[src/rtl/core/svc_pkg.sv]
`default_nettype none

package svc_pkg;

    localparam int PLAYERS     = 4;
    localparam int WORTH_BITS  = 16;
    localparam int NUM_BITS    = 22;
    localparam int COAL_BITS   = PLAYERS;
    localparam int STORE_DEPTH = 1 << PLAYERS;
    localparam int PLAYER_BITS = $clog2(PLAYERS);
    localparam int SUB_BITS    = PLAYERS - 1;
    localparam int CNT_BITS    = $clog2(PLAYERS + 1);

    function automatic int fact(input int n);
        int r;
        r = 1;
        for (int i = 2; i <= n; i++) begin
            r = r * i;
        end
        return r;
    endfunction

    // largest weight is (PLAYERS-1)! at coalition size one or PLAYERS
    localparam int WT_BITS   = $clog2(fact(PLAYERS - 1) + 1);
    localparam int DIFF_BITS = WORTH_BITS + 1;
    localparam int PROD_BITS = DIFF_BITS + WT_BITS + 1;
    localparam int ACC_BITS  = PROD_BITS + PLAYERS;

    typedef logic [WT_BITS-1:0] t_wt_tab [PLAYERS+1];

    // weight (k-1)! * (PLAYERS-k)! indexed by coalition size k
    function automatic t_wt_tab build_wt_tab();
        t_wt_tab t;
        t[0] = '0;
        for (int k = 1; k <= PLAYERS; k++) begin
            t[k] = WT_BITS'(fact(k - 1) * fact(PLAYERS - k));
        end
        return t;
    endfunction

    localparam t_wt_tab WEIGHT_TAB = build_wt_tab();

endpackage

`default_nettype wire

[src/rtl/core/svc_if.sv]
`default_nettype none

interface svc_in_if;
    logic                               valid;
    logic                               ready;
    logic [svc_pkg::COAL_BITS-1:0]      coalition;
    logic signed [svc_pkg::WORTH_BITS-1:0] worth;
    logic                               last;

    modport source (output valid, coalition, worth, last, input ready);
    modport sink   (input valid, coalition, worth, last, output ready);
endinterface

interface svc_out_if;
    logic                               valid;
    logic                               ready;
    logic [svc_pkg::PLAYER_BITS-1:0]    player;
    logic signed [svc_pkg::NUM_BITS-1:0] numerator;
    logic                               final_res;

    modport source (output valid, player, numerator, final_res, input ready);
    modport sink   (input valid, player, numerator, final_res, output ready);
endinterface

`default_nettype wire

[src/rtl/core/svc_ram.sv]
`default_nettype none

module svc_ram #(
    parameter int WIDTH = 16,
    parameter int DEPTH = 16
) (
    input  wire                      i_clk,
    input  wire                      i_we,
    input  wire  [$clog2(DEPTH)-1:0] i_waddr,
    input  wire  [WIDTH-1:0]         i_wdata,
    input  wire  [$clog2(DEPTH)-1:0] i_raddr,
    output logic [WIDTH-1:0]         o_rdata
);

    logic [WIDTH-1:0] r_mem [DEPTH];

    always_ff @(posedge i_clk) begin
        if (i_we) begin
            r_mem[i_waddr] <= i_wdata;
        end
        o_rdata <= r_mem[i_raddr];
    end

endmodule

`default_nettype wire

[src/rtl/core/shapley_value_calculator_top.sv]
// channel  | dir | payload                          | request meaning
// ---------+-----+----------------------------------+-------------------------------
// i_in     | in  | coalition, worth, last           | one coalition worth to store
// o_out    | out | player, numerator, final_res     | Shapley numerator of a player
//
// a request with last set starts the computation.
// each player walks 2^(PLAYERS-1) coalitions, each in the steps RD_A, RD_B, MUL and ACC,
// through one shared ram read port and one multiplier, then holds its result until taken.
// i_in is not ready while computing or presenting results; reset is synchronous.
`default_nettype none

module shapley_value_calculator_top (
    input  wire     i_clk,
    input  wire     i_rst_n,
    svc_in_if.sink  i_in,
    svc_out_if.source o_out
);

    typedef enum logic [5:0] {
        ST_IDLE = 6'b000001,
        ST_RD_A = 6'b000010,
        ST_RD_B = 6'b000100,
        ST_MUL  = 6'b001000,
        ST_ACC  = 6'b010000,
        ST_OUT  = 6'b100000
    } t_state;

    localparam logic signed [svc_pkg::ACC_BITS-1:0] SAT_HI =
        svc_pkg::ACC_BITS'((64'sd1 <<< (svc_pkg::NUM_BITS - 1)) - 64'sd1);
    localparam logic signed [svc_pkg::ACC_BITS-1:0] SAT_LO =
        svc_pkg::ACC_BITS'(-(64'sd1 <<< (svc_pkg::NUM_BITS - 1)));

    t_state r_state, n_state;
    logic [svc_pkg::PLAYER_BITS-1:0]       r_p;
    logic [svc_pkg::SUB_BITS-1:0]          r_j;
    logic signed [svc_pkg::ACC_BITS-1:0]   r_acc;
    logic [svc_pkg::WT_BITS-1:0]           r_wt;
    logic [svc_pkg::WORTH_BITS-1:0]        r_wa;
    logic signed [svc_pkg::PROD_BITS-1:0]  r_prod;
    logic signed [svc_pkg::NUM_BITS-1:0]   r_num;

    logic                                  in_acc;
    logic                                  out_acc;
    logic [svc_pkg::COAL_BITS-1:0]         pbit;
    logic [svc_pkg::COAL_BITS-1:0]         jw;
    logic [svc_pkg::COAL_BITS-1:0]         coal;
    logic [svc_pkg::COAL_BITS-1:0]         raddr;
    logic [svc_pkg::CNT_BITS-1:0]          cnt;
    logic [svc_pkg::WORTH_BITS-1:0]        rdata;
    logic signed [svc_pkg::DIFF_BITS-1:0]  diff;
    logic signed [svc_pkg::PROD_BITS-1:0]  prod;
    logic signed [svc_pkg::ACC_BITS-1:0]   sum;
    logic signed [svc_pkg::ACC_BITS-1:0]   sat;
    logic                                  last_p;

    assign in_acc  = i_in.valid && i_in.ready;
    assign out_acc = o_out.valid && o_out.ready;
    assign last_p  = (r_p == svc_pkg::PLAYER_BITS'(svc_pkg::PLAYERS - 1));

    // coalition r_j with a one inserted at player position r_p
    assign pbit = svc_pkg::COAL_BITS'(1) << r_p;
    assign jw   = svc_pkg::COAL_BITS'(r_j);
    assign coal = ((jw & ~(pbit - 1'b1)) << 1) | (jw & (pbit - 1'b1)) | pbit;

    always_comb begin
        cnt = '0;
        for (int b = 0; b < svc_pkg::COAL_BITS; b++) begin
            cnt = cnt + svc_pkg::CNT_BITS'(coal[b]);
        end
    end

    assign raddr = (r_state == ST_RD_B) ? (coal ^ pbit) : coal;

    svc_ram #(
        .WIDTH (svc_pkg::WORTH_BITS),
        .DEPTH (svc_pkg::STORE_DEPTH)
    ) u_store (
        .i_clk   (i_clk),
        .i_we    (in_acc),
        .i_waddr (i_in.coalition),
        .i_wdata (i_in.worth),
        .i_raddr (raddr),
        .o_rdata (rdata)
    );

    assign diff = $signed({r_wa[svc_pkg::WORTH_BITS-1], r_wa})
                - $signed({rdata[svc_pkg::WORTH_BITS-1], rdata});
    assign prod = diff * $signed({1'b0, r_wt});
    assign sum  = r_acc + svc_pkg::ACC_BITS'(r_prod);

    always_comb begin
        if (sum > SAT_HI) begin
            sat = SAT_HI;
        end else if (sum < SAT_LO) begin
            sat = SAT_LO;
        end else begin
            sat = sum;
        end
    end

    always_comb begin
        n_state = r_state;
        case (r_state)
            ST_IDLE: begin
                if (in_acc && i_in.last) begin
                    n_state = ST_RD_A;
                end
            end
            ST_RD_A: n_state = ST_RD_B;
            ST_RD_B: n_state = ST_MUL;
            ST_MUL:  n_state = ST_ACC;
            ST_ACC: begin
                n_state = (r_j == '1) ? ST_OUT : ST_RD_A;
            end
            ST_OUT: begin
                if (out_acc) begin
                    n_state = last_p ? ST_IDLE : ST_RD_A;
                end
            end
            default: n_state = ST_IDLE;
        endcase
    end

    always_ff @(posedge i_clk) begin
        if (!i_rst_n) begin
            r_state <= ST_IDLE;
            r_p     <= '0;
            r_j     <= '0;
            r_acc   <= '0;
        end else begin
            r_state <= n_state;
            case (r_state)
                ST_IDLE: begin
                    if (in_acc && i_in.last) begin
                        r_p   <= '0;
                        r_j   <= '0;
                        r_acc <= '0;
                    end
                end
                ST_ACC: begin
                    r_acc <= sum;
                    r_j   <= r_j + 1'b1;
                end
                ST_OUT: begin
                    if (out_acc) begin
                        r_p   <= r_p + 1'b1;
                        r_j   <= '0;
                        r_acc <= '0;
                    end
                end
                default: ;
            endcase
        end
    end

    always_ff @(posedge i_clk) begin
        if (r_state == ST_RD_A) begin
            r_wt <= svc_pkg::WEIGHT_TAB[cnt];
        end
        if (r_state == ST_RD_B) begin
            r_wa <= rdata;
        end
        if (r_state == ST_MUL) begin
            r_prod <= prod;
        end
        if (r_state == ST_ACC && r_j == '1) begin
            r_num <= svc_pkg::NUM_BITS'(sat);
        end
    end

    assign i_in.ready      = (r_state == ST_IDLE);
    assign o_out.valid     = (r_state == ST_OUT);
    assign o_out.player    = r_p;
    assign o_out.numerator = r_num;
    assign o_out.final_res = last_p;

    a_no_overlap: assert property (@(posedge i_clk) disable iff (!i_rst_n)
        !(i_in.ready && o_out.valid))
        else $error("input ready while a result is pending");

    a_start_busy: assert property (@(posedge i_clk) disable iff (!i_rst_n)
        (in_acc && i_in.last) |=> (!i_in.ready && !o_out.valid))
        else $error("computation did not start after last load");

    a_final_idle: assert property (@(posedge i_clk) disable iff (!i_rst_n)
        (out_acc && o_out.final_res) |=> i_in.ready)
        else $error("not idle after final result");

    a_player_step: assert property (@(posedge i_clk) disable iff (!i_rst_n)
        (out_acc && !o_out.final_res) |=> (r_p == $past(r_p) + 1'b1 && r_acc == '0))
        else $error("player sequence broken");

endmodule

`default_nettype wire
[src/flat_wrapper.sv]
// flat-port wrapper written by rule: the top's interface ports become plain ports
module shapley_value_calculator_top_flat 
  (i_clk, i_rst_n, i_in_valid, i_in_coalition, i_in_worth, i_in_last, i_in_ready, o_out_valid, o_out_player, o_out_numerator, o_out_final_res, o_out_ready);
  svc_in_if i_in_i ();
  svc_out_if o_out_i ();
  input  wire i_clk;
  input  wire i_rst_n;
  input wire logic [$bits(i_in_i.valid)-1:0] i_in_valid;
  input wire logic [$bits(i_in_i.coalition)-1:0] i_in_coalition;
  input wire logic [$bits(i_in_i.worth)-1:0] i_in_worth;
  input wire logic [$bits(i_in_i.last)-1:0] i_in_last;
  output wire logic [$bits(i_in_i.ready)-1:0] i_in_ready;
  output wire logic [$bits(o_out_i.valid)-1:0] o_out_valid;
  output wire logic [$bits(o_out_i.player)-1:0] o_out_player;
  output wire logic [$bits(o_out_i.numerator)-1:0] o_out_numerator;
  output wire logic [$bits(o_out_i.final_res)-1:0] o_out_final_res;
  input wire logic [$bits(o_out_i.ready)-1:0] o_out_ready;
  assign i_in_i.valid = i_in_valid;
  assign i_in_i.coalition = i_in_coalition;
  assign i_in_i.worth = i_in_worth;
  assign i_in_i.last = i_in_last;
  assign i_in_ready = i_in_i.ready;
  assign o_out_valid = o_out_i.valid;
  assign o_out_player = o_out_i.player;
  assign o_out_numerator = o_out_i.numerator;
  assign o_out_final_res = o_out_i.final_res;
  assign o_out_i.ready = o_out_ready;
  shapley_value_calculator_top u_core (.i_clk(i_clk), .i_rst_n(i_rst_n), .i_in(i_in_i), .o_out(o_out_i));
endmodule
[config.mk]
export PLATFORM = sky130hd
export DESIGN_NAME = shapley_value_calculator_top_flat
export DESIGN_NICKNAME = d
export VERILOG_FILES = /design/src/rtl/core/svc_pkg.sv /design/src/rtl/core/svc_if.sv /design/src/rtl/core/svc_ram.sv /design/src/rtl/core/shapley_value_calculator_top.sv /design/src/flat_wrapper.sv
export SDC_FILE = /design/constraint.sdc
export NUM_CORES = 1
export LEC_CHECK = 0
export BUFFER_PORTS_ARGS = -buffer_cell sky130_fd_sc_hd__buf_2
export CAP_MARGIN = 30
export CORE_MARGIN = 3
export CORE_UTILIZATION = 50
export CTS_CLUSTER_SIZE = 28
export DETAILED_ROUTE_END_ITERATION = 10
export PLACE_DENSITY = 0.76
export SKIP_CTS_REPAIR_TIMING = 1
export SYNTH_ARGS = -nofsm -noshare
export SYNTH_HDL_FRONTEND = slang
export SYNTH_SLANG_ARGS = --single-unit
[constraint.sdc]
create_clock -name i_clk -period 13.14 [get_ports i_clk]
set_input_delay 0 -clock i_clk [delete_from_list [all_inputs] [get_ports i_clk]]
set_output_delay 0 -clock i_clk [all_outputs]
set_load 0.05 [all_outputs]
; Word level (Yosys, flattened, before mapping)
; Memory sizes are Yosys's and may differ from the RTL's. A register that Yosys moved wholly into a read port is not among the register bits.
; Index checks and enable logic that the tools add are counted.
[totals]
regBits = 95
ram_bits = 256
romBits = 24
inputBits = 25
output_inout_bits = 27
wordCells = 65
memories = 2
[mem_list]
columns = memory, words, width, rd, rd_ports_with_merged_regs, write_ports, line
row1 = u_core.u_store.r_mem, 16, 16, 1, 1, 1, svc_ram.sv:15  ; logic [WIDTH-1:0] r_mem [DEPTH];
row2 = (name not given), 8, 3, 1, 1, 0, shapley_value_calculator_top.sv:158  ; r_wt <= svc_pkg::WEIGHT_TAB[cnt];
[classes]
n_addsub = 8
multipliers = 1
n_lt_le_gt_ge = 2
eq_ne = 10
n_shift = 1
n_mux = 18
n_bitwise = 7
reduce_logical = 9
[op_table]
columns = cell, count
row1 = $pmux W25 S3, 1
row2 = $mux W25, 2
row3 = $pmux W6 S6, 1
row4 = $add A25 B21 Y25, 1
row5 = $gt A25 B22 Y1 const B, 1
row6 = $lt A25 B22 Y1 const B, 1
row7 = $mux W22, 1
row8 = $mul A17 B4 Y21, 1
row9 = $mux W6, 3
row10 = $sub A16 B16 Y17, 1
row11 = $pmux W3 S3, 1
row12 = $or A4 B4 Y4, 2
row13 = $add A3 B1 Y3, 2
row14 = $eq A6 B1 Y1 const B, 1
row15 = $eq A6 B2 Y1 const B, 1
row16 = $eq A6 B3 Y1 const B, 1
row17 = $eq A6 B4 Y1 const B, 1
row18 = $eq A6 B5 Y1 const B, 1
row19 = $eq A6 B6 Y1 const B, 1
row20 = $mux W2, 3
row21 = $mux W3, 2
row22 = $reduce_and A3 Y1, 2
row23 = $and A3 B4 Y4, 1
row24 = $logic_and A1 B1 Y1, 4
row25 = other kinds (18), 20

; Depth between registers and ports, before layout
; Gate-level depths: netlist of run 1.
[logic_depth]
word_depth = 10
mapped_depth = 21
ltp_nobuf = 21

; Modules after synthesis
; Synthesis of run 1 repeated with hierarchy kept, for this count alone.
[hier_totals]
cells_unflattened = 1181
hier_area_um2 = 17196.5
[modules_own_cells]
columns = mod, n_inst, cells_per_inst, area_each_um2
row1 = svc_ram, 1, 432, 10043.4
row2 = shapley_value_calculator_top, 1, 749, 7153.1

; Worst setup path before layout of run 1
; Ideal clock, no wire load.
[synth_path]
path_type = flip-flop to flip-flop
startpoint = register u_core.r_wa[0] (netlist bit)
endpoint = register u_core.r_prod[20] (netlist bit) (data pin)
setup_time_ns = 0.258
arrival_ns = 4.089
required_ns = 12.882
setup_slack_ns = 8.794
path_stages_with_launch = 21
n_path_buf = 0
path_cell_list = edfxtp_1 > inv_1 > ha_1 > fa_1 > nor2b_1 > o21ai_0 > a21boi_0 > nor2_1 > and2_1 > ha_1 > ha_1 > fa_1 > a21o_1 > a21oi_1 > nor2b_1 > o21ai_0 > a211oi_1 > nor3_1 > o41ai_1 > a21oi_1 > xnor2_1
[synth_via]
elab_chain_cells = 2
[synth_rtl]
columns = element, line
row1 = from (decl), shapley_value_calculator_top.sv:38  ; logic [svc_pkg::WORTH_BITS-1:0] r_wa;
row2 = from (signal assigned), shapley_value_calculator_top.sv:161  ; r_wa <= rdata;
row3 = $sub A16 B16 Y17, shapley_value_calculator_top.sv:87  ; - $signed({rdata[svc_pkg::WORTH_BITS-1], rdata});
row4 = $mul A17 B4 Y21, shapley_value_calculator_top.sv:88  ; assign prod = diff * $signed({1'b0, r_wt});
row5 = "via u_core.prod, one bit", shapley_value_calculator_top.sv:51  ; logic signed [svc_pkg::PROD_BITS-1:0] prod;
row6 = to (signal assigned), shapley_value_calculator_top.sv:164  ; r_prod <= prod;
row7 = to (decl), shapley_value_calculator_top.sv:39  ; logic signed [svc_pkg::PROD_BITS-1:0] r_prod;
; The timed path passes the listed nets, and every way through them passes these cells.
; A chain may end at the register's enable or synchronous reset.

; Worst setup path in the final report of run 1
; Ends and elaborated chain as after synthesis.

==> report_table.html, run 1 <==
<table>
<tr><th>Metric</th><th>Value</th></tr>
<tr><th colspan="2">Run status</th></tr>
<tr><td>Run status</td><td>finished with violations</td></tr>
<tr><td>Failing checks</td><td>negative hold slack</td></tr>
<tr><th colspan="2">Route</th></tr>
<tr><td>Vias per inst</td><td>between 5 and 6</td></tr>
<tr><td>Total routed wirelength</td><td>between 30,000 and 40,000 microns</td></tr>
<tr><td>Drt wl/cell</td><td>slightly below 20 microns</td></tr>
<tr><td>Total vias in the final route</td><td>~9.9k</td></tr>
<tr><td>Post-detailed-route count of antenna-violating nets</td><td>0</td></tr>
<tr><td>Final routed DRC violation total</td><td>0</td></tr>
<tr><td>First drt pass iteration count</td><td>5</td></tr>
<tr><td>Detailed Route Iter0 Violations</td><td>~790</td></tr>
<tr><th colspan="2">Yosys</th></tr>
<tr><td>Asr flop ratio synth</td><td>0%</td></tr>
<tr><td>Post-synthesis area per instance</td><td>14.6 sq um</td></tr>
<tr><td>Synth Register Bits</td><td>around 370</td></tr>
<tr><td>Number of library cell types mapped by synthesis</td><td>68</td></tr>
<tr><td>Post-Synthesis Cell Area</td><td>about 17,000 sq um</td></tr>
<tr><td>Part of the Yosys area used for sequential elements</td><td>around three fifths</td></tr>
<tr><td>Number of enable-type register cells in the synthesized netlist</td><td>approximately 320</td></tr>
<tr><td>Nets in the synthesized netlist</td><td>~1.3k</td></tr>
<tr><td>Number of standard cells after synthesis</td><td>~1.2k</td></tr>
<tr><td>Top FF cell, synth</td><td>edfxtp_1</td></tr>
<tr><td>Synthesis Warnings</td><td>0</td></tr>
<tr><th colspan="2">Job</th></tr>
<tr><td>Maximum Capacitance Violations</td><td>0</td></tr>
<tr><th colspan="2">Die</th></tr>
<tr><td>I/O pin count</td><td>52</td></tr>
<tr><td>Chip Height</td><td>190 microns</td></tr>
<tr><td>Row count</td><td>between 60 and 70</td></tr>
<tr><td>Placeable Area</td><td>32,900 sq um</td></tr>
<tr><td>Horiz. Die Dim</td><td>~190 microns</td></tr>
<tr><td>Die area</td><td>approximately 36,000 sq um</td></tr>
<tr><td>Initial core utilization</td><td>between 50% and 60%</td></tr>
<tr><th colspan="2">Layout</th></tr>
<tr><td>Final core utilization</td><td>between 50 and 60%</td></tr>
<tr><td>Final net count</td><td>between 1k and 1.5k</td></tr>
<tr><td>Leading cell type in the layout, fill and taps excluded</td><td>edfxtp_1</td></tr>
<tr><td>Area grow syn2layout</td><td>13.8%</td></tr>
<tr><td>Layout cell share with drive strength beyond 1</td><td>between 10% and 20%</td></tr>
<tr><td>Commonest cells after routing, fill and taps aside</td><td>edfxtp_1, ha_1, nand2_1</td></tr>
<tr><td>Antenna cell count</td><td>0</td></tr>
<tr><th colspan="2">Timing</th></tr>
<tr><td>Slew Limit Headroom</td><td>between 20% and 30%</td></tr>
<tr><td>Part of the cycle the worst path needs</td><td>about two fifths</td></tr>
<tr><td>Min Clock Period, post-route</td><td>5120 ps</td></tr>
<tr><td>Number of hold violations in the final report</td><td>2</td></tr>
<tr><td>Setup repair after global routing missed its margin</td><td>false</td></tr>
<tr><td>Worst clock skew</td><td>about 23 ps</td></tr>
<tr><td>Count of final max-slew check failures</td><td>0</td></tr>
<tr><td>Transition time at the pin with the least slew margin</td><td>roughly 1100 ps</td></tr>
<tr><td>Number of failing setup endpoints in the final timing report</td><td>0</td></tr>
<tr><td>Post-Route Setup TNS</td><td>0 ps</td></tr>
<tr><td>Peak Freq</td><td>195 MHz</td></tr>
<tr><td>Final hold slack</td><td>-50.2 ps</td></tr>
<tr><th colspan="2">Pwr</th></tr>
<tr><td>Leakage power</td><td>7.02 nW</td></tr>
<tr><td>Power density over the cells</td><td>roughly 140 nW/um^2</td></tr>
<tr><td>Final Power</td><td>roughly 2.7 mW</td></tr>
<tr><td>Peak VDD IR</td><td>between 0.1 and 0.15 mV</td></tr>
<tr><th colspan="2">Clock tree</th></tr>
<tr><td>Count of clock tree sinks</td><td>367</td></tr>
<tr><td>Worst-Skew Late Latency</td><td>~550 ps</td></tr>
<tr><td>H-Tree Depth</td><td>2</td></tr>
<tr><td>CTS clk-pin slew, worst paths</td><td>60 ps</td></tr>
<tr><td>Number of buffers on the longest clock path</td><td>3</td></tr>
<tr><td>Cell chosen for the clock root</td><td>clkbuf_16</td></tr>
<tr><td>Total CTS buffers</td><td>39</td></tr>
<tr><td>Clock tree from TritonCTS</td><td>done</td></tr>
<tr><th colspan="2">Placed design</th></tr>
<tr><td>Total of buffers placed on input and output ports</td><td>just over 50</td></tr>
<tr><td>Detailed placer's ending HPWL</td><td>around 21,000 microns</td></tr>
<tr><td>Placer's final routability congestion estimate</td><td>between 0.8 and 0.9</td></tr>
<tr><th colspan="2">Global route</th></tr>
<tr><td>GRT overflow</td><td>0</td></tr>
<tr><td>Antenna violations before repair</td><td>0</td></tr>
<tr><td>Global-route usage over all layers</td><td>a little under a fifth</td></tr>
<tr><td>Number of global-route vias before repair</td><td>slightly below 10k</td></tr>
<tr><td>Maximum number of pins on one net before global-route repair</td><td>65</td></tr>
<tr><td>Global-route wire length before repair</td><td>approximately 53,000 microns</td></tr>
<tr><th colspan="2">Setup path</th></tr>
<tr><td>FF-to-FF Start</td><td>u_core.r_wa[0]$_DFFE_PP_</td></tr>
<tr><td>Worst Path Required</td><td>around 13,000 ps</td></tr>
<tr><td>Critical-path maximum fanout</td><td>3</td></tr>
<tr><td>Worst setup path category</td><td>flip-flop to flip-flop</td></tr>
<tr><td>Element type at the critical path start</td><td>flip-flop</td></tr>
<tr><td>CP Data Arrival Time</td><td>5390 ps</td></tr>
<tr><td>Start point of the critical path</td><td>u_core.r_wa[0]$_DFFE_PP_</td></tr>
<tr><td>Critical Path End Type</td><td>flip-flop</td></tr>
<tr><th colspan="2">Hold path</th></tr>
<tr><td>Type of the most critical hold path</td><td>input pin to flip-flop</td></tr>
<tr><td>Hold_sp</td><td>i_in_valid</td></tr>
</table>
[per-stage QoR]
| stage | cell area, sq um | cells | worst slack [ps] |
|---|---|---|---|
| after detailed placement | 17800 | 1637 | 8150 |
| after global placement | 17800 | 1632 | 8350 |
| after floorplan | 17000 | 1162 | 8790 |
| final | 19300 | 1725 | 8020 |
| after CTS | 19100 | 1706 | 8050 |
| after global routing | 19300 | 1725 | 7660 |
[flip-flops by register name (all words and copies together) (netlist names)]
signal	flops
u_core.o_out.numerator	22
u_core.o_out.player	2
u_core.r_acc	24
u_core.r_j	3
u_core.r_prod	20
u_core.r_state	6
u_core.r_wa	16
u_core.r_wt	2
u_core.u_store.o_rdata	16
u_core.u_store.r_mem	256
[layout make-up]
type | count | area (sq um)
inverters | 44 | 165
clock buffers | 51 | 1050
repair buffers | 93 | 656
flip-flops and latches | 367 | 10500
fillers | 2474 | 13600
multi-input cells | 710 | 6150
well taps | 442 | 553
clock inverters | 18 | 219
[worst max-delay path: stages, from the launching register on]
cell and delay (ps):
edfxtp_1 320, inv_1 40, ha_1 200, fa_1 410, nor2b_1 130, o21ai_0 120
a21boi_0 390, nor2_1 100, and2_1 170, ha_1 290, ha_1 340, fa_1 480
a21o_1 180, a21oi_1 210, nor2b_1 70, o21ai_0 370, a211oi_1 170, nor3_1 390
o41ai_1 150, a21oi_1 230, xnor2_1 100
[worst paths after layout]
check | depth (start not counted) | endpoint | slack (ps)
hold reg to reg | 0 | u_core.r_wa[7]$_DFFE_PP_ | 420
setup / recovery | 20 | u_core.r_prod[20]$_DFFE_PP_ | 8020
setup reg to reg | 20 | u_core.r_prod[20]$_DFFE_PP_ | 8020
hold / removal | 5 | u_core.r_state[5]$_SDFFE_PN0P_ | -50
[Yosys cell counts (all sizes together), types with 6 or more instances]
cell | instances | area, sq um
xnor2 | 33 | 289
mux4 | 64 | 1440
and2 | 49 | 307
a21o | 20 | 150
a21oi | 69 | 345
inv | 44 | 165
o21bai | 6 | 45.0
o2bb2a | 9 | 90.1
nand3 | 10 | 50.1
xor2 | 17 | 149
or3 | 6 | 37.5
nor2b | 36 | 225
a211oi | 23 | 173
nand2b | 8 | 50.1
o21ai | 30 | 154
ha | 98 | 1230
a31oi | 21 | 131
nor3 | 15 | 75.1
nand2 | 78 | 293
edfxtp | 316 | 9490
nor2 | 41 | 154
clkbuf | 23 | 86.3
dfxtp | 51 | 1020
buf | 18 | 120
[report_power, final]
part | internal [mW] | total, mW | switching, mW
combinational | 0.131 | 0.334 | 0.203
sequential | 1.30 | 1.32 | 0.0141
clock | 0.630 | 1.07 | 0.445
[metal layers]
metal | share of wire [%] | GRT usage [%] | up-vias
met2 | 52 | 33.2 | 283
li1 | - | - | 4661
met4 | 2.1 | 4.94 | 0
met1 | 40 | 23.5 | 4854
met5 | 0 | 0 | -
met3 | 6.0 | 4.15 | 57
[logic make-up after synthesis]
group	Yosys count	share of synthesized area, %
flops	367	62.0
simple gates	271	8.29
compound gates	219	8.45
fa+ha+maj	103	7.82
buf+inv	85	2.19
mux	67	8.68
xor+xnor	50	2.58
(Power assumes the default switching activity.)
==> inputs of run 2 (changes only) <==
ABC_AREA = 1   (was unset)
clock period = 5.07 ns   (was 13.14 ns; I/O delays follow)
==> report_table.html, run 2 <==
<table>
<tr><th>Metric</th><th>Value</th></tr>
<tr><th colspan="2">Timing</th></tr>
<tr><td>Setup repair after global routing missed its margin</td><td>false (unchanged)</td></tr>
<tr><td>Count of final max-slew check failures</td><td>0 (unchanged)</td></tr>
<tr><td>Min Clock Period, post-route</td><td>4480 ps (was 5120 ps)</td></tr>
<tr><td>Worst clock skew</td><td>14.3 ps (was 23.3 ps)</td></tr>
<tr><td>Post-Route Setup TNS</td><td>0 ps (unchanged)</td></tr>
<tr><td>Number of failing setup endpoints in the final timing report</td><td>0 (unchanged)</td></tr>
<tr><td>Worst path setup slack after routing</td><td>589 ps (was 8020 ps)</td></tr>
<tr><td>Transition time at the pin with the least slew margin</td><td>967 ps (was 1070 ps)</td></tr>
<tr><td>Peak Freq</td><td>223 MHz (was 195 MHz)</td></tr>
<tr><td>Part of the cycle the worst path needs</td><td>88.4% (was 39.0%)</td></tr>
<tr><td>Slew Limit Headroom</td><td>35.4% (was 28.4%)</td></tr>
<tr><td>Number of hold violations in the final report</td><td>0 (was 2)</td></tr>
<tr><th colspan="2">Layout</th></tr>
<tr><td>Area grow syn2layout</td><td>12.2% (was 13.8%)</td></tr>
<tr><td>Reg with most FFs</td><td>u_core.u_store.r_mem (unchanged)</td></tr>
<tr><td>Antenna cell count</td><td>0 (unchanged)</td></tr>
<tr><td>Final net count</td><td>1,891 (was 1,383)</td></tr>
<tr><td>Final core utilization</td><td>57.6% (was 58.6%)</td></tr>
<tr><td>Final cell count without fillers</td><td>2,246 (was 1,725)</td></tr>
<tr><td>Leading cell type in the layout, fill and taps excluded</td><td>edfxtp_1 (unchanged)</td></tr>
<tr><td>Layout cell share with drive strength beyond 1</td><td>14.5% (was 16.9%)</td></tr>
<tr><td>Flip-flop count of the largest register after layout</td><td>256 (unchanged)</td></tr>
<tr><td>Commonest cells after routing, fill and taps aside</td><td>edfxtp_1, nand2_1, inv_1 (was edfxtp_1, ha_1, nand2_1)</td></tr>
<tr><th colspan="2">Clock tree</th></tr>
<tr><td>Count of clock tree sinks</td><td>367 (unchanged)</td></tr>
<tr><td>H-Tree Depth</td><td>2 (unchanged)</td></tr>
<tr><td>Total CTS buffers</td><td>38 (was 39)</td></tr>
<tr><td>Clock tree from TritonCTS</td><td>done (unchanged)</td></tr>
<tr><td>Worst-Skew Late Latency</td><td>550 ps (about the same)</td></tr>
<tr><td>Cell chosen for the clock root</td><td>clkbuf_16 (unchanged)</td></tr>
<tr><td>CTS clk-pin slew, worst paths</td><td>60 ps (about the same)</td></tr>
<tr><td>Number of buffers on the longest clock path</td><td>3 (unchanged)</td></tr>
<tr><th colspan="2">Yosys</th></tr>
<tr><td>Asr flop ratio synth</td><td>0% (unchanged)</td></tr>
<tr><td>Share of the synthesized area in the top cell type</td><td>53.0% (was 56.0%)</td></tr>
<tr><td>Synth Register Bits</td><td>367 (unchanged)</td></tr>
<tr><td>Part of the Yosys area used for sequential elements</td><td>58.7% (was 62.0%)</td></tr>
<tr><td>Post-synthesis area per instance</td><td>10.7 sq um (was 14.6 sq um)</td></tr>
<tr><td>Top FF cell, synth</td><td>edfxtp_1 (unchanged)</td></tr>
<tr><td>Adder-Cell Fraction of Synth Area</td><td>7.41% (was 7.82%)</td></tr>
<tr><td>Number of standard cells after synthesis</td><td>1,680 (was 1,162)</td></tr>
<tr><td>Share of cell area taken by muxes after synthesis</td><td>0% (was 8.68%)</td></tr>
<tr><td>Fraction of the mapped netlist area in simple logic gates</td><td>17.1% (was 8.29%)</td></tr>
<tr><td>Main area contributors after synthesis</td><td>edfxtp_1, ha_1, nand2_1, dfxtp_1, o211ai_1 (was edfxtp_1, mux4_2, ha_1, dfxtp_1, a21oi_1)</td></tr>
<tr><td>Nets in the synthesized netlist</td><td>1,808 (was 1,290)</td></tr>
<tr><td>Number of enable-type register cells in the synthesized netlist</td><td>316 (unchanged)</td></tr>
<tr><td>Dominant combinational cell family by area after synthesis</td><td>simple AND/OR/NAND/NOR gates (was multiplexers)</td></tr>
<tr><td>Area share of xor/xnor cells in the synthesized design</td><td>2.15% (was 2.58%)</td></tr>
<tr><td>Number of library cell types mapped by synthesis</td><td>39 (was 68)</td></tr>
<tr><td>Synthesis Warnings</td><td>0 (unchanged)</td></tr>
<tr><td>Most frequent cells after synthesis</td><td>edfxtp_1, nand2_1, inv_1 (was edfxtp_1, ha_1, nand2_1)</td></tr>
<tr><td>Post-synthesis cell type with the largest combined area</td><td>edfxtp_1 (unchanged)</td></tr>
<tr><td>Synth Area in Compound Gates</td><td>9.66% (was 8.45%)</td></tr>
<tr><td>Cell with the most instances after synthesis</td><td>edfxtp_1 (unchanged)</td></tr>
<tr><td>Post-Synthesis Cell Area</td><td>17,900 sq um (was 17,000 sq um)</td></tr>
<tr><th colspan="2">Setup path</th></tr>
<tr><td>Worst reg2reg setup slack</td><td>590 ps (was 8020 ps)</td></tr>
<tr><td>Cell occurring most often along the worst timing path</td><td>nand2_1 (was ha_1)</td></tr>
<tr><td>Slowest Stage Delay on Critical Path</td><td>420 ps (was 480 ps)</td></tr>
<tr><td>Critical-path maximum fanout</td><td>5 (was 3)</td></tr>
<tr><td>Critical register-to-register path endpoint</td><td>u_core.r_prod[20]$_DFFE_PP_ (unchanged)</td></tr>
<tr><td>Critical Path End Type</td><td>flip-flop (unchanged)</td></tr>
<tr><td>CP Data Arrival Time</td><td>4760 ps (was 5390 ps)</td></tr>
<tr><td>Start point of the critical path</td><td>u_core.r_wa[0]$_DFFE_PP_ (unchanged)</td></tr>
<tr><td>Critical path destination</td><td>u_core.r_prod[20]$_DFFE_PP_ (unchanged)</td></tr>
<tr><td>Worst setup path category</td><td>flip-flop to flip-flop (unchanged)</td></tr>
<tr><td>FF-to-FF Start</td><td>u_core.r_wa[0]$_DFFE_PP_ (unchanged)</td></tr>
<tr><td>Worst Path Required</td><td>5350 ps (was 13,410 ps)</td></tr>
<tr><td>Element type at the critical path start</td><td>flip-flop (unchanged)</td></tr>
<tr><td>Slowest stage cell on the critical path</td><td>o21ai_0 (was fa_1)</td></tr>
<tr><td>Cell-by-cell trace of the critical path</td><td>inv_1 &gt; ha_1 &gt; fa_1 &gt; inv_1 &gt; nand3_1 &gt; nand2_1 &gt; nand2_1 &gt; nand2_1 &gt; nand2_1 &gt; o21ai_0 &gt; nand2_1 &gt; nand2_1 &gt; xnor2_1 &gt; nor2_1 &gt; ha_1 &gt; ha_1 &gt; ha_1 &gt; inv_1 &gt; o21ai_0 &gt; a21boi_0 &gt; nand3_1 &gt; a211oi_1 &gt; xor2_1 (was inv_1 &gt; ha_1 &gt; fa_1 &gt; nor2b_1 &gt; o21ai_0 &gt; a21boi_0 &gt; nor2_1 &gt; and2_1 &gt; ha_1 &gt; ha_1 &gt; fa_1 &gt; a21o_1 &gt; a21oi_1 &gt; nor2b_1 &gt; o21ai_0 &gt; a211oi_1 &gt; nor3_1 &gt; o41ai_1 &gt; a21oi_1 &gt; xnor2_1)</td></tr>
<tr><td>Depth of the worst register-to-register path</td><td>23 (was 20)</td></tr>
<tr><th colspan="2">Global route</th></tr>
<tr><td>Maximum number of pins on one net before global-route repair</td><td>73 (was 65)</td></tr>
<tr><td>Number of global-route vias before repair</td><td>12.3k (was 9,898)</td></tr>
<tr><td>GRT overflow</td><td>0 (unchanged)</td></tr>
<tr><td>Antenna violations before repair</td><td>0 (unchanged)</td></tr>
<tr><td>Global-route usage over all layers</td><td>20.5% (was 18.7%)</td></tr>
<tr><td>Global-route wire length before repair</td><td>62,800 microns (was 53,200 microns)</td></tr>
<tr><th colspan="2">Pwr</th></tr>
<tr><td>Pint</td><td>4.86 mW (was 2.06 mW)</td></tr>
<tr><td>Leakage power</td><td>7.90 nW (was 7.02 nW)</td></tr>
<tr><td>Net load switching power</td><td>1.43 mW (was 0.662 mW)</td></tr>
<tr><td>Peak VDD IR</td><td>0.402 mV (was 0.128 mV)</td></tr>
<tr><td>Clock share of power</td><td>40.4% (was 39.4%)</td></tr>
<tr><td>Relative contribution of sequential cells to total power</td><td>53.1% (was 48.3%)</td></tr>
<tr><td>Logic gate share of total power</td><td>6.5% (was 12.3%)</td></tr>
<tr><td>Power density over the cells</td><td>313 nW/um^2 (was 141 nW/um^2)</td></tr>
<tr><td>Final Power</td><td>6.29 mW (was 2.73 mW)</td></tr>
<tr><td>Switching fraction of total power</td><td>22.7% (was 24.3%)</td></tr>
<tr><th colspan="2">Die</th></tr>
<tr><td>Row count</td><td>68 (was 66)</td></tr>
<tr><td>Die area</td><td>38,100 sq um (was 36,200 sq um)</td></tr>
<tr><td>Placeable Area</td><td>34,900 sq um (was 32,900 sq um)</td></tr>
<tr><td>Initial core utilization</td><td>51.3% (was 51.5%)</td></tr>
<tr><td>Horiz. Die Dim</td><td>195 microns (was 190 microns)</td></tr>
<tr><td>Chip Height</td><td>195 microns (was 190 microns)</td></tr>
<tr><td>I/O pin count</td><td>52 (unchanged)</td></tr>
<tr><th colspan="2">Job</th></tr>
<tr><td>Maximum Capacitance Violations</td><td>0 (unchanged)</td></tr>
<tr><th colspan="2">Placed design</th></tr>
<tr><td>Placer's final routability congestion estimate</td><td>0.894 (was 0.869)</td></tr>
<tr><td>Placed cell count</td><td>2,154 (was 1,637)</td></tr>
<tr><td>Detailed placer's ending HPWL</td><td>25,700 microns (was 21,500 microns)</td></tr>
<tr><td>Pre-CTS setup slack</td><td>607 ps (was 8150 ps)</td></tr>
<tr><td>Total of buffers placed on input and output ports</td><td>51 (unchanged)</td></tr>
<tr><th colspan="2">Route</th></tr>
<tr><td>Total vias in the final route</td><td>12.4k (was 9,855)</td></tr>
<tr><td>Drt wl/cell</td><td>17.7 microns (was 19.4 microns)</td></tr>
<tr><td>Detailed Route Iter0 Violations</td><td>687 (was 794)</td></tr>
<tr><td>Total routed wirelength</td><td>39,700 microns (was 33,400 microns)</td></tr>
<tr><td>First drt pass iteration count</td><td>5 (unchanged)</td></tr>
<tr><td>Post-detailed-route count of antenna-violating nets</td><td>0 (unchanged)</td></tr>
<tr><td>Vias per inst</td><td>5.52 (was 5.71)</td></tr>
<tr><td>Final routed DRC violation total</td><td>0 (unchanged)</td></tr>
<tr><th colspan="2">Run status</th></tr>
<tr><td>Run status</td><td>finished, final reports clean (was finished with violations)</td></tr>
<tr><th colspan="2">Hold path</th></tr>
<tr><td>Type of the most critical hold path</td><td>input pin to flip-flop (unchanged)</td></tr>
</table>
## run 2: cell type report
type                            instances  area, sq um
Clock buffer                           49         1000
Clock inverter                         19          118
Fill cell                            2845        14800
Inverter                              161          604
Multi-Input combinational cell       1090         6550
Sequential cell                       367        10500
Tap cell                              455          569
Timing Repair Buffer                  105          738
## run 2: logic make-up (layout without fill, tap and decap cells)
logic type / after synthesis / in the layout
buffers and inverters: 223 / 334
adder cells (fa/ha/maj): 103 / 103
AO/OA/AOI/OAI: 262 / 262
flip-flops: 367 / 367
XOR/XNOR: 44 / 44
AND/OR/NAND/NOR: 681 / 681
## run 2: how the worst min path moves through the flow
stage,cells past startpoint,to,start,slack [ps]
after CTS,2,u_core.r_state[0]$_SDFFE_PN1P_,i_rst_n,-340
final,4,u_core.u_store.r_mem[4][12]$_DFFE_PP_,i_in_coalition[3],30
after floorplan,1,u_core.r_state[0]$_SDFFE_PN1P_,i_rst_n,90
after detailed placement,2,u_core.r_state[0]$_SDFFE_PN1P_,i_rst_n,230
after global routing,4,u_core.u_store.r_mem[4][12]$_DFFE_PP_,i_in_coalition[3],20
after global placement,2,u_core.r_state[0]$_SDFFE_PN1P_,i_rst_n,220
## run 2: power by group through the flow
stage	Combinational (mW)	Clock, mW	Sequential, mW
after global placement	0.375	0	3.40
after floorplan	0.273	0	3.40
after detailed placement	0.384	0	3.40
final	0.409	2.54	3.34
after CTS	0.388	2.59	3.34
after global routing	0.455	2.71	3.34
## run 2: metrics by stage
stage                     hold WS (ps)  instance area, sq um
after floorplan                   87.1                 17900
after global placement             223                 18700
after detailed placement           231                 18700
after CTS                         -335                 19900
after global routing              16.3                 20100
final                             27.0                 20100
## run 2: routing by layer
metal	share of wire, %	up-vias	track usage [%]
li1	-	6033	-
met1	40	5889	24.4
met2	50	386	36.7
met3	6.6	94	3.64
met4	3.3	0	8.50
met5	0	-	0
## run 2: worst max-delay path: cells and delay by family (launching register included)
kind	cells	cell delay (ps)
flip-flops	1	330
AND/OR/NAND/NOR	9	820
AO/OA/AOI/OAI	4	1030
adder cells (fa/ha/maj)	5	1570
XOR/XNOR	2	250
buffers and inverters	3	220
==> inputs of run 3 (changes only) <==
CORE_ASPECT_RATIO = 0.5   (was unset)
CORE_MARGIN = 2   (was 3)
==> report_table.html, run 3 (synthesized netlist as in run 2, its figures left out) <==
<table>
<tr><th>Metric</th><th>Value</th></tr>
<tr><th colspan="2">Run status</th></tr>
<tr><td>Run status</td><td>finished, final reports clean (unchanged)</td></tr>
<tr><th colspan="2">Layout</th></tr>
<tr><td>Commonest cells after routing, fill and taps aside</td><td>edfxtp_1, nand2_1, inv_1 (unchanged)</td></tr>
<tr><td>Final cell count without fillers</td><td>2,254 (was 2,246)</td></tr>
<tr><td>Area grow syn2layout</td><td>12.2% (about the same)</td></tr>
<tr><td>Final net count</td><td>1,884 (was 1,891)</td></tr>
<tr><td>Layout cell share with drive strength beyond 1</td><td>14.7% (was 14.5%)</td></tr>
<tr><td>Reg with most FFs</td><td>u_core.u_store.r_mem (unchanged)</td></tr>
<tr><td>Leading cell type in the layout, fill and taps excluded</td><td>edfxtp_1 (unchanged)</td></tr>
<tr><td>Flip-flop count of the largest register after layout</td><td>256 (unchanged)</td></tr>
<tr><td>Final core utilization</td><td>57.6% (about the same)</td></tr>
<tr><td>Final instance area</td><td>20,100 sq um (about the same)</td></tr>
<tr><th colspan="2">Die</th></tr>
<tr><td>Initial core utilization</td><td>51.3% (about the same)</td></tr>
<tr><td>Chip Height</td><td>138 microns (was 195 microns)</td></tr>
<tr><td>Horiz. Die Dim</td><td>272 microns (was 195 microns)</td></tr>
<tr><td>Row count</td><td>48 (was 68)</td></tr>
<tr><td>Die area</td><td>37,400 sq um (was 38,100 sq um)</td></tr>
<tr><td>I/O pin count</td><td>52 (unchanged)</td></tr>
<tr><td>Placeable Area</td><td>34,900 sq um (about the same)</td></tr>
<tr><th colspan="2">Clock tree</th></tr>
<tr><td>CTS clk-pin slew, worst paths</td><td>60 ps (about the same)</td></tr>
<tr><td>Worst-Skew Late Latency</td><td>540 ps (was 550 ps)</td></tr>
<tr><td>H-Tree Depth</td><td>2 (unchanged)</td></tr>
<tr><td>Clock tree from TritonCTS</td><td>done (unchanged)</td></tr>
<tr><td>Total CTS buffers</td><td>35 (was 38)</td></tr>
<tr><td>Number of buffers on the longest clock path</td><td>3 (unchanged)</td></tr>
<tr><td>Count of clock tree sinks</td><td>367 (unchanged)</td></tr>
<tr><td>Cell chosen for the clock root</td><td>clkbuf_16 (unchanged)</td></tr>
<tr><th colspan="2">Pwr</th></tr>
<tr><td>Power density over the cells</td><td>311 nW/um^2 (was 313 nW/um^2)</td></tr>
<tr><td>Leakage power</td><td>7.85 nW (was 7.90 nW)</td></tr>
<tr><td>Logic gate share of total power</td><td>6.5% (about the same)</td></tr>
<tr><td>Switching fraction of total power</td><td>21.9% (was 22.7%)</td></tr>
<tr><td>Relative contribution of sequential cells to total power</td><td>53.4% (was 53.1%)</td></tr>
<tr><td>Pint</td><td>4.88 mW (was 4.86 mW)</td></tr>
<tr><td>Peak VDD IR</td><td>0.200 mV (was 0.402 mV)</td></tr>
<tr><td>Net load switching power</td><td>1.37 mW (was 1.43 mW)</td></tr>
<tr><td>Clock share of power</td><td>40.0% (was 40.4%)</td></tr>
<tr><th colspan="2">Setup path</th></tr>
<tr><td>Critical Path End Type</td><td>flip-flop (unchanged)</td></tr>
<tr><td>Cell family with most CP delay</td><td>adder cells (unchanged)</td></tr>
<tr><td>Depth of the worst register-to-register path</td><td>23 (unchanged)</td></tr>
<tr><td>Worst reg2reg setup slack</td><td>500 ps (was 590 ps)</td></tr>
<tr><td>Cell occurring most often along the worst timing path</td><td>nand2_1 (unchanged)</td></tr>
<tr><td>Start point of the critical path</td><td>u_core.r_wa[0]$_DFFE_PP_ (unchanged)</td></tr>
<tr><td>Cell-by-cell trace of the critical path</td><td>inv_1 &gt; ha_1 &gt; fa_1 &gt; inv_1 &gt; nand3_1 &gt; nand2_1 &gt; nand2_1 &gt; nand2_1 &gt; nand2_1 &gt; o21ai_0 &gt; nand2_1 &gt; nand2_1 &gt; xnor2_1 &gt; nor2_1 &gt; ha_1 &gt; ha_1 &gt; ha_1 &gt; inv_1 &gt; o21ai_0 &gt; a21boi_0 &gt; nand3_1 &gt; a211oi_1 &gt; xor2_1 (unchanged)</td></tr>
<tr><td>Slowest Stage Delay on Critical Path</td><td>420 ps (about the same)</td></tr>
<tr><td>Buffering stage count on the worst path with inverters included</td><td>3 (unchanged)</td></tr>
<tr><td>Worst Path Required</td><td>5330 ps (was 5350 ps)</td></tr>
<tr><td>Critical register-to-register path endpoint</td><td>u_core.r_prod[20]$_DFFE_PP_ (unchanged)</td></tr>
<tr><td>Critical path destination</td><td>u_core.r_prod[20]$_DFFE_PP_ (unchanged)</td></tr>
<tr><td>Element type at the critical path start</td><td>flip-flop (unchanged)</td></tr>
<tr><td>Logic depth of the worst setup path including buffers</td><td>23 (unchanged)</td></tr>
<tr><td>Slowest stage cell on the critical path</td><td>o21ai_0 (unchanged)</td></tr>
<tr><td>Critical-path maximum fanout</td><td>5 (unchanged)</td></tr>
<tr><td>FF-to-FF Start</td><td>u_core.r_wa[0]$_DFFE_PP_ (unchanged)</td></tr>
<tr><td>CP Data Arrival Time</td><td>4840 ps (was 4760 ps)</td></tr>
<tr><td>Worst setup path category</td><td>flip-flop to flip-flop (unchanged)</td></tr>
<tr><th colspan="2">Hold path</th></tr>
<tr><td>Type of the most critical hold path</td><td>input pin to flip-flop (unchanged)</td></tr>
<tr><td>Cell depth of the worst hold path</td><td>3 (was 4)</td></tr>
<tr><th colspan="2">Global route</th></tr>
<tr><td>Global-route met2 utilization</td><td>35.0% (was 36.7%)</td></tr>
<tr><td>Antenna violations before repair</td><td>3 (was 0)</td></tr>
<tr><td>Global-route wire length before repair</td><td>60,600 microns (was 62,800 microns)</td></tr>
<tr><td>Number of global-route vias before repair</td><td>11.6k (was 12.3k)</td></tr>
<tr><td>M3 GR Usage</td><td>3.61% (was 3.64%)</td></tr>
<tr><td>Maximum number of pins on one net before global-route repair</td><td>161 (was 73)</td></tr>
<tr><td>Global-route usage over all layers</td><td>20.8% (was 20.5%)</td></tr>
<tr><td>Most Used Layer, Global Route</td><td>met2 (unchanged)</td></tr>
<tr><td>GRT overflow</td><td>0 (unchanged)</td></tr>
<tr><td>Global Route met1 Usage</td><td>28.0% (was 24.4%)</td></tr>
<tr><th colspan="2">Route</th></tr>
<tr><td>Total routed wirelength</td><td>38,000 microns (was 39,700 microns)</td></tr>
<tr><td>Final routed DRC violation total</td><td>0 (unchanged)</td></tr>
<tr><td>Drt wl/cell</td><td>16.9 microns (was 17.7 microns)</td></tr>
<tr><td>Vias per inst</td><td>5.42 (was 5.52)</td></tr>
<tr><td>Post-detailed-route count of antenna-violating nets</td><td>0 (unchanged)</td></tr>
<tr><td>First drt pass iteration count</td><td>5 (unchanged)</td></tr>
<tr><td>Detailed Route Iter0 Violations</td><td>1,086 (was 687)</td></tr>
<tr><td>Total vias in the final route</td><td>12.2k (was 12.4k)</td></tr>
<tr><th colspan="2">Placed design</th></tr>
<tr><td>Placer's final routability congestion estimate</td><td>0.870 (was 0.894)</td></tr>
<tr><td>Instance area after placement</td><td>18,800 sq um (was 18,700 sq um)</td></tr>
<tr><td>Detailed placer's ending HPWL</td><td>24,500 microns (was 25,700 microns)</td></tr>
<tr><td>Placed cell count</td><td>2,172 (was 2,154)</td></tr>
<tr><td>Total of buffers placed on input and output ports</td><td>51 (unchanged)</td></tr>
<tr><th colspan="2">Timing</th></tr>
<tr><td>Number of failing setup endpoints in the final timing report</td><td>0 (unchanged)</td></tr>
<tr><td>Setup repair after global routing missed its margin</td><td>false (unchanged)</td></tr>
<tr><td>Number of hold violations in the final report</td><td>0 (unchanged)</td></tr>
<tr><td>Transition time at the pin with the least slew margin</td><td>901 ps (was 967 ps)</td></tr>
<tr><td>Post-Route Setup TNS</td><td>0 ps (unchanged)</td></tr>
<tr><td>Min Clock Period, post-route</td><td>4570 ps (was 4480 ps)</td></tr>
<tr><td>Count of final max-slew check failures</td><td>0 (unchanged)</td></tr>
<tr><td>Peak Freq</td><td>219 MHz (was 223 MHz)</td></tr>
<tr><td>Slew Limit Headroom</td><td>39.8% (was 35.4%)</td></tr>
<tr><td>Part of the cycle the worst path needs</td><td>90.2% (was 88.4%)</td></tr>
<tr><td>Worst clock skew</td><td>15.8 ps (was 14.3 ps)</td></tr>
<tr><th colspan="2">Job</th></tr>
<tr><td>Maximum Capacitance Violations</td><td>0 (unchanged)</td></tr>
</table>
-- run 3: changes by cell type in the layout (fill, tap and decap cells not counted), sizes merged, moves of 2 or more --
| cell | previous run | this run |
|---|---|---|
| diode | 0 | 3 |
| buf | 82 | 79 |
| clkinv | 18 | 6 |
| bufinv | 0 | 2 |
| clkbuf | 49 | 46 |
-- run 3: how the worst min path moves through the flow --
| stage | from | to |
|---|---|---|
| floorplan | i_rst_n | u_core.r_state[0]$_SDFFE_PN1P_ |
| global placement | i_rst_n | u_core.r_state[0]$_SDFFE_PN1P_ |
| detailed placement | i_rst_n | u_core.r_state[0]$_SDFFE_PN1P_ |
| CTS | i_rst_n | u_core.r_state[0]$_SDFFE_PN1P_ |
| global route | i_in_coalition[2] | u_core.u_store.r_mem[7][6]$_DFFE_PP_ |
| finish | i_in_coalition[2] | u_core.u_store.r_mem[4][6]$_DFFE_PP_ |
-- run 3: metal layers --
layer	routed length, microns	share of wire [%]	vias up
met2	17700	47	401
met1	16800	44	5714
met3	2780	7.3	64
met4	663	1.7	0
li1	-	-	6027
met5	0	0	-
-- run 3: layout make-up --
| class | count | area [sq um] |
|---|---|---|
| fillers | 2830 | 14800 |
| clock buffers | 46 | 947 |
| multi-input cells | 1090 | 6570 |
| clock inverters | 11 | 123 |
| repair buffers | 101 | 736 |
| inverters | 161 | 604 |
| diodes | 3 | 7.51 |
| well taps | 475 | 594 |
| flip-flops and latches | 367 | 10500 |
-- run 3: power by group through the flow --
stage          Sequential, mW  Clock (mW)  Combinational, mW
2_1_floorplan            3.40           0              0.273
3_3_place_gp             3.40           0              0.373
3_5_place_dp             3.40           0              0.386
4_1_cts                  3.34        2.54              0.389
5_1_grt                  3.34        2.66              0.453
6_report                 3.34        2.50              0.408
-- run 3: tightest hold or removal path, cell delays in order --
cell     delay (ps)
buf_2           130
nand2_1         140
nor2_2          130
-- run 3: through the flow --
step | worst slack, ps | total power [mW] | hold slack [ps]
after floorplan | 1130 | 3.67 | 87.1
after global placement | 773 | 3.77 | 221
after detailed placement | 548 | 3.79 | 228
after CTS | 530 | 6.27 | -336
after global routing | 91.6 | 6.45 | 89.5
final | 497 | 6.24 | 72.2
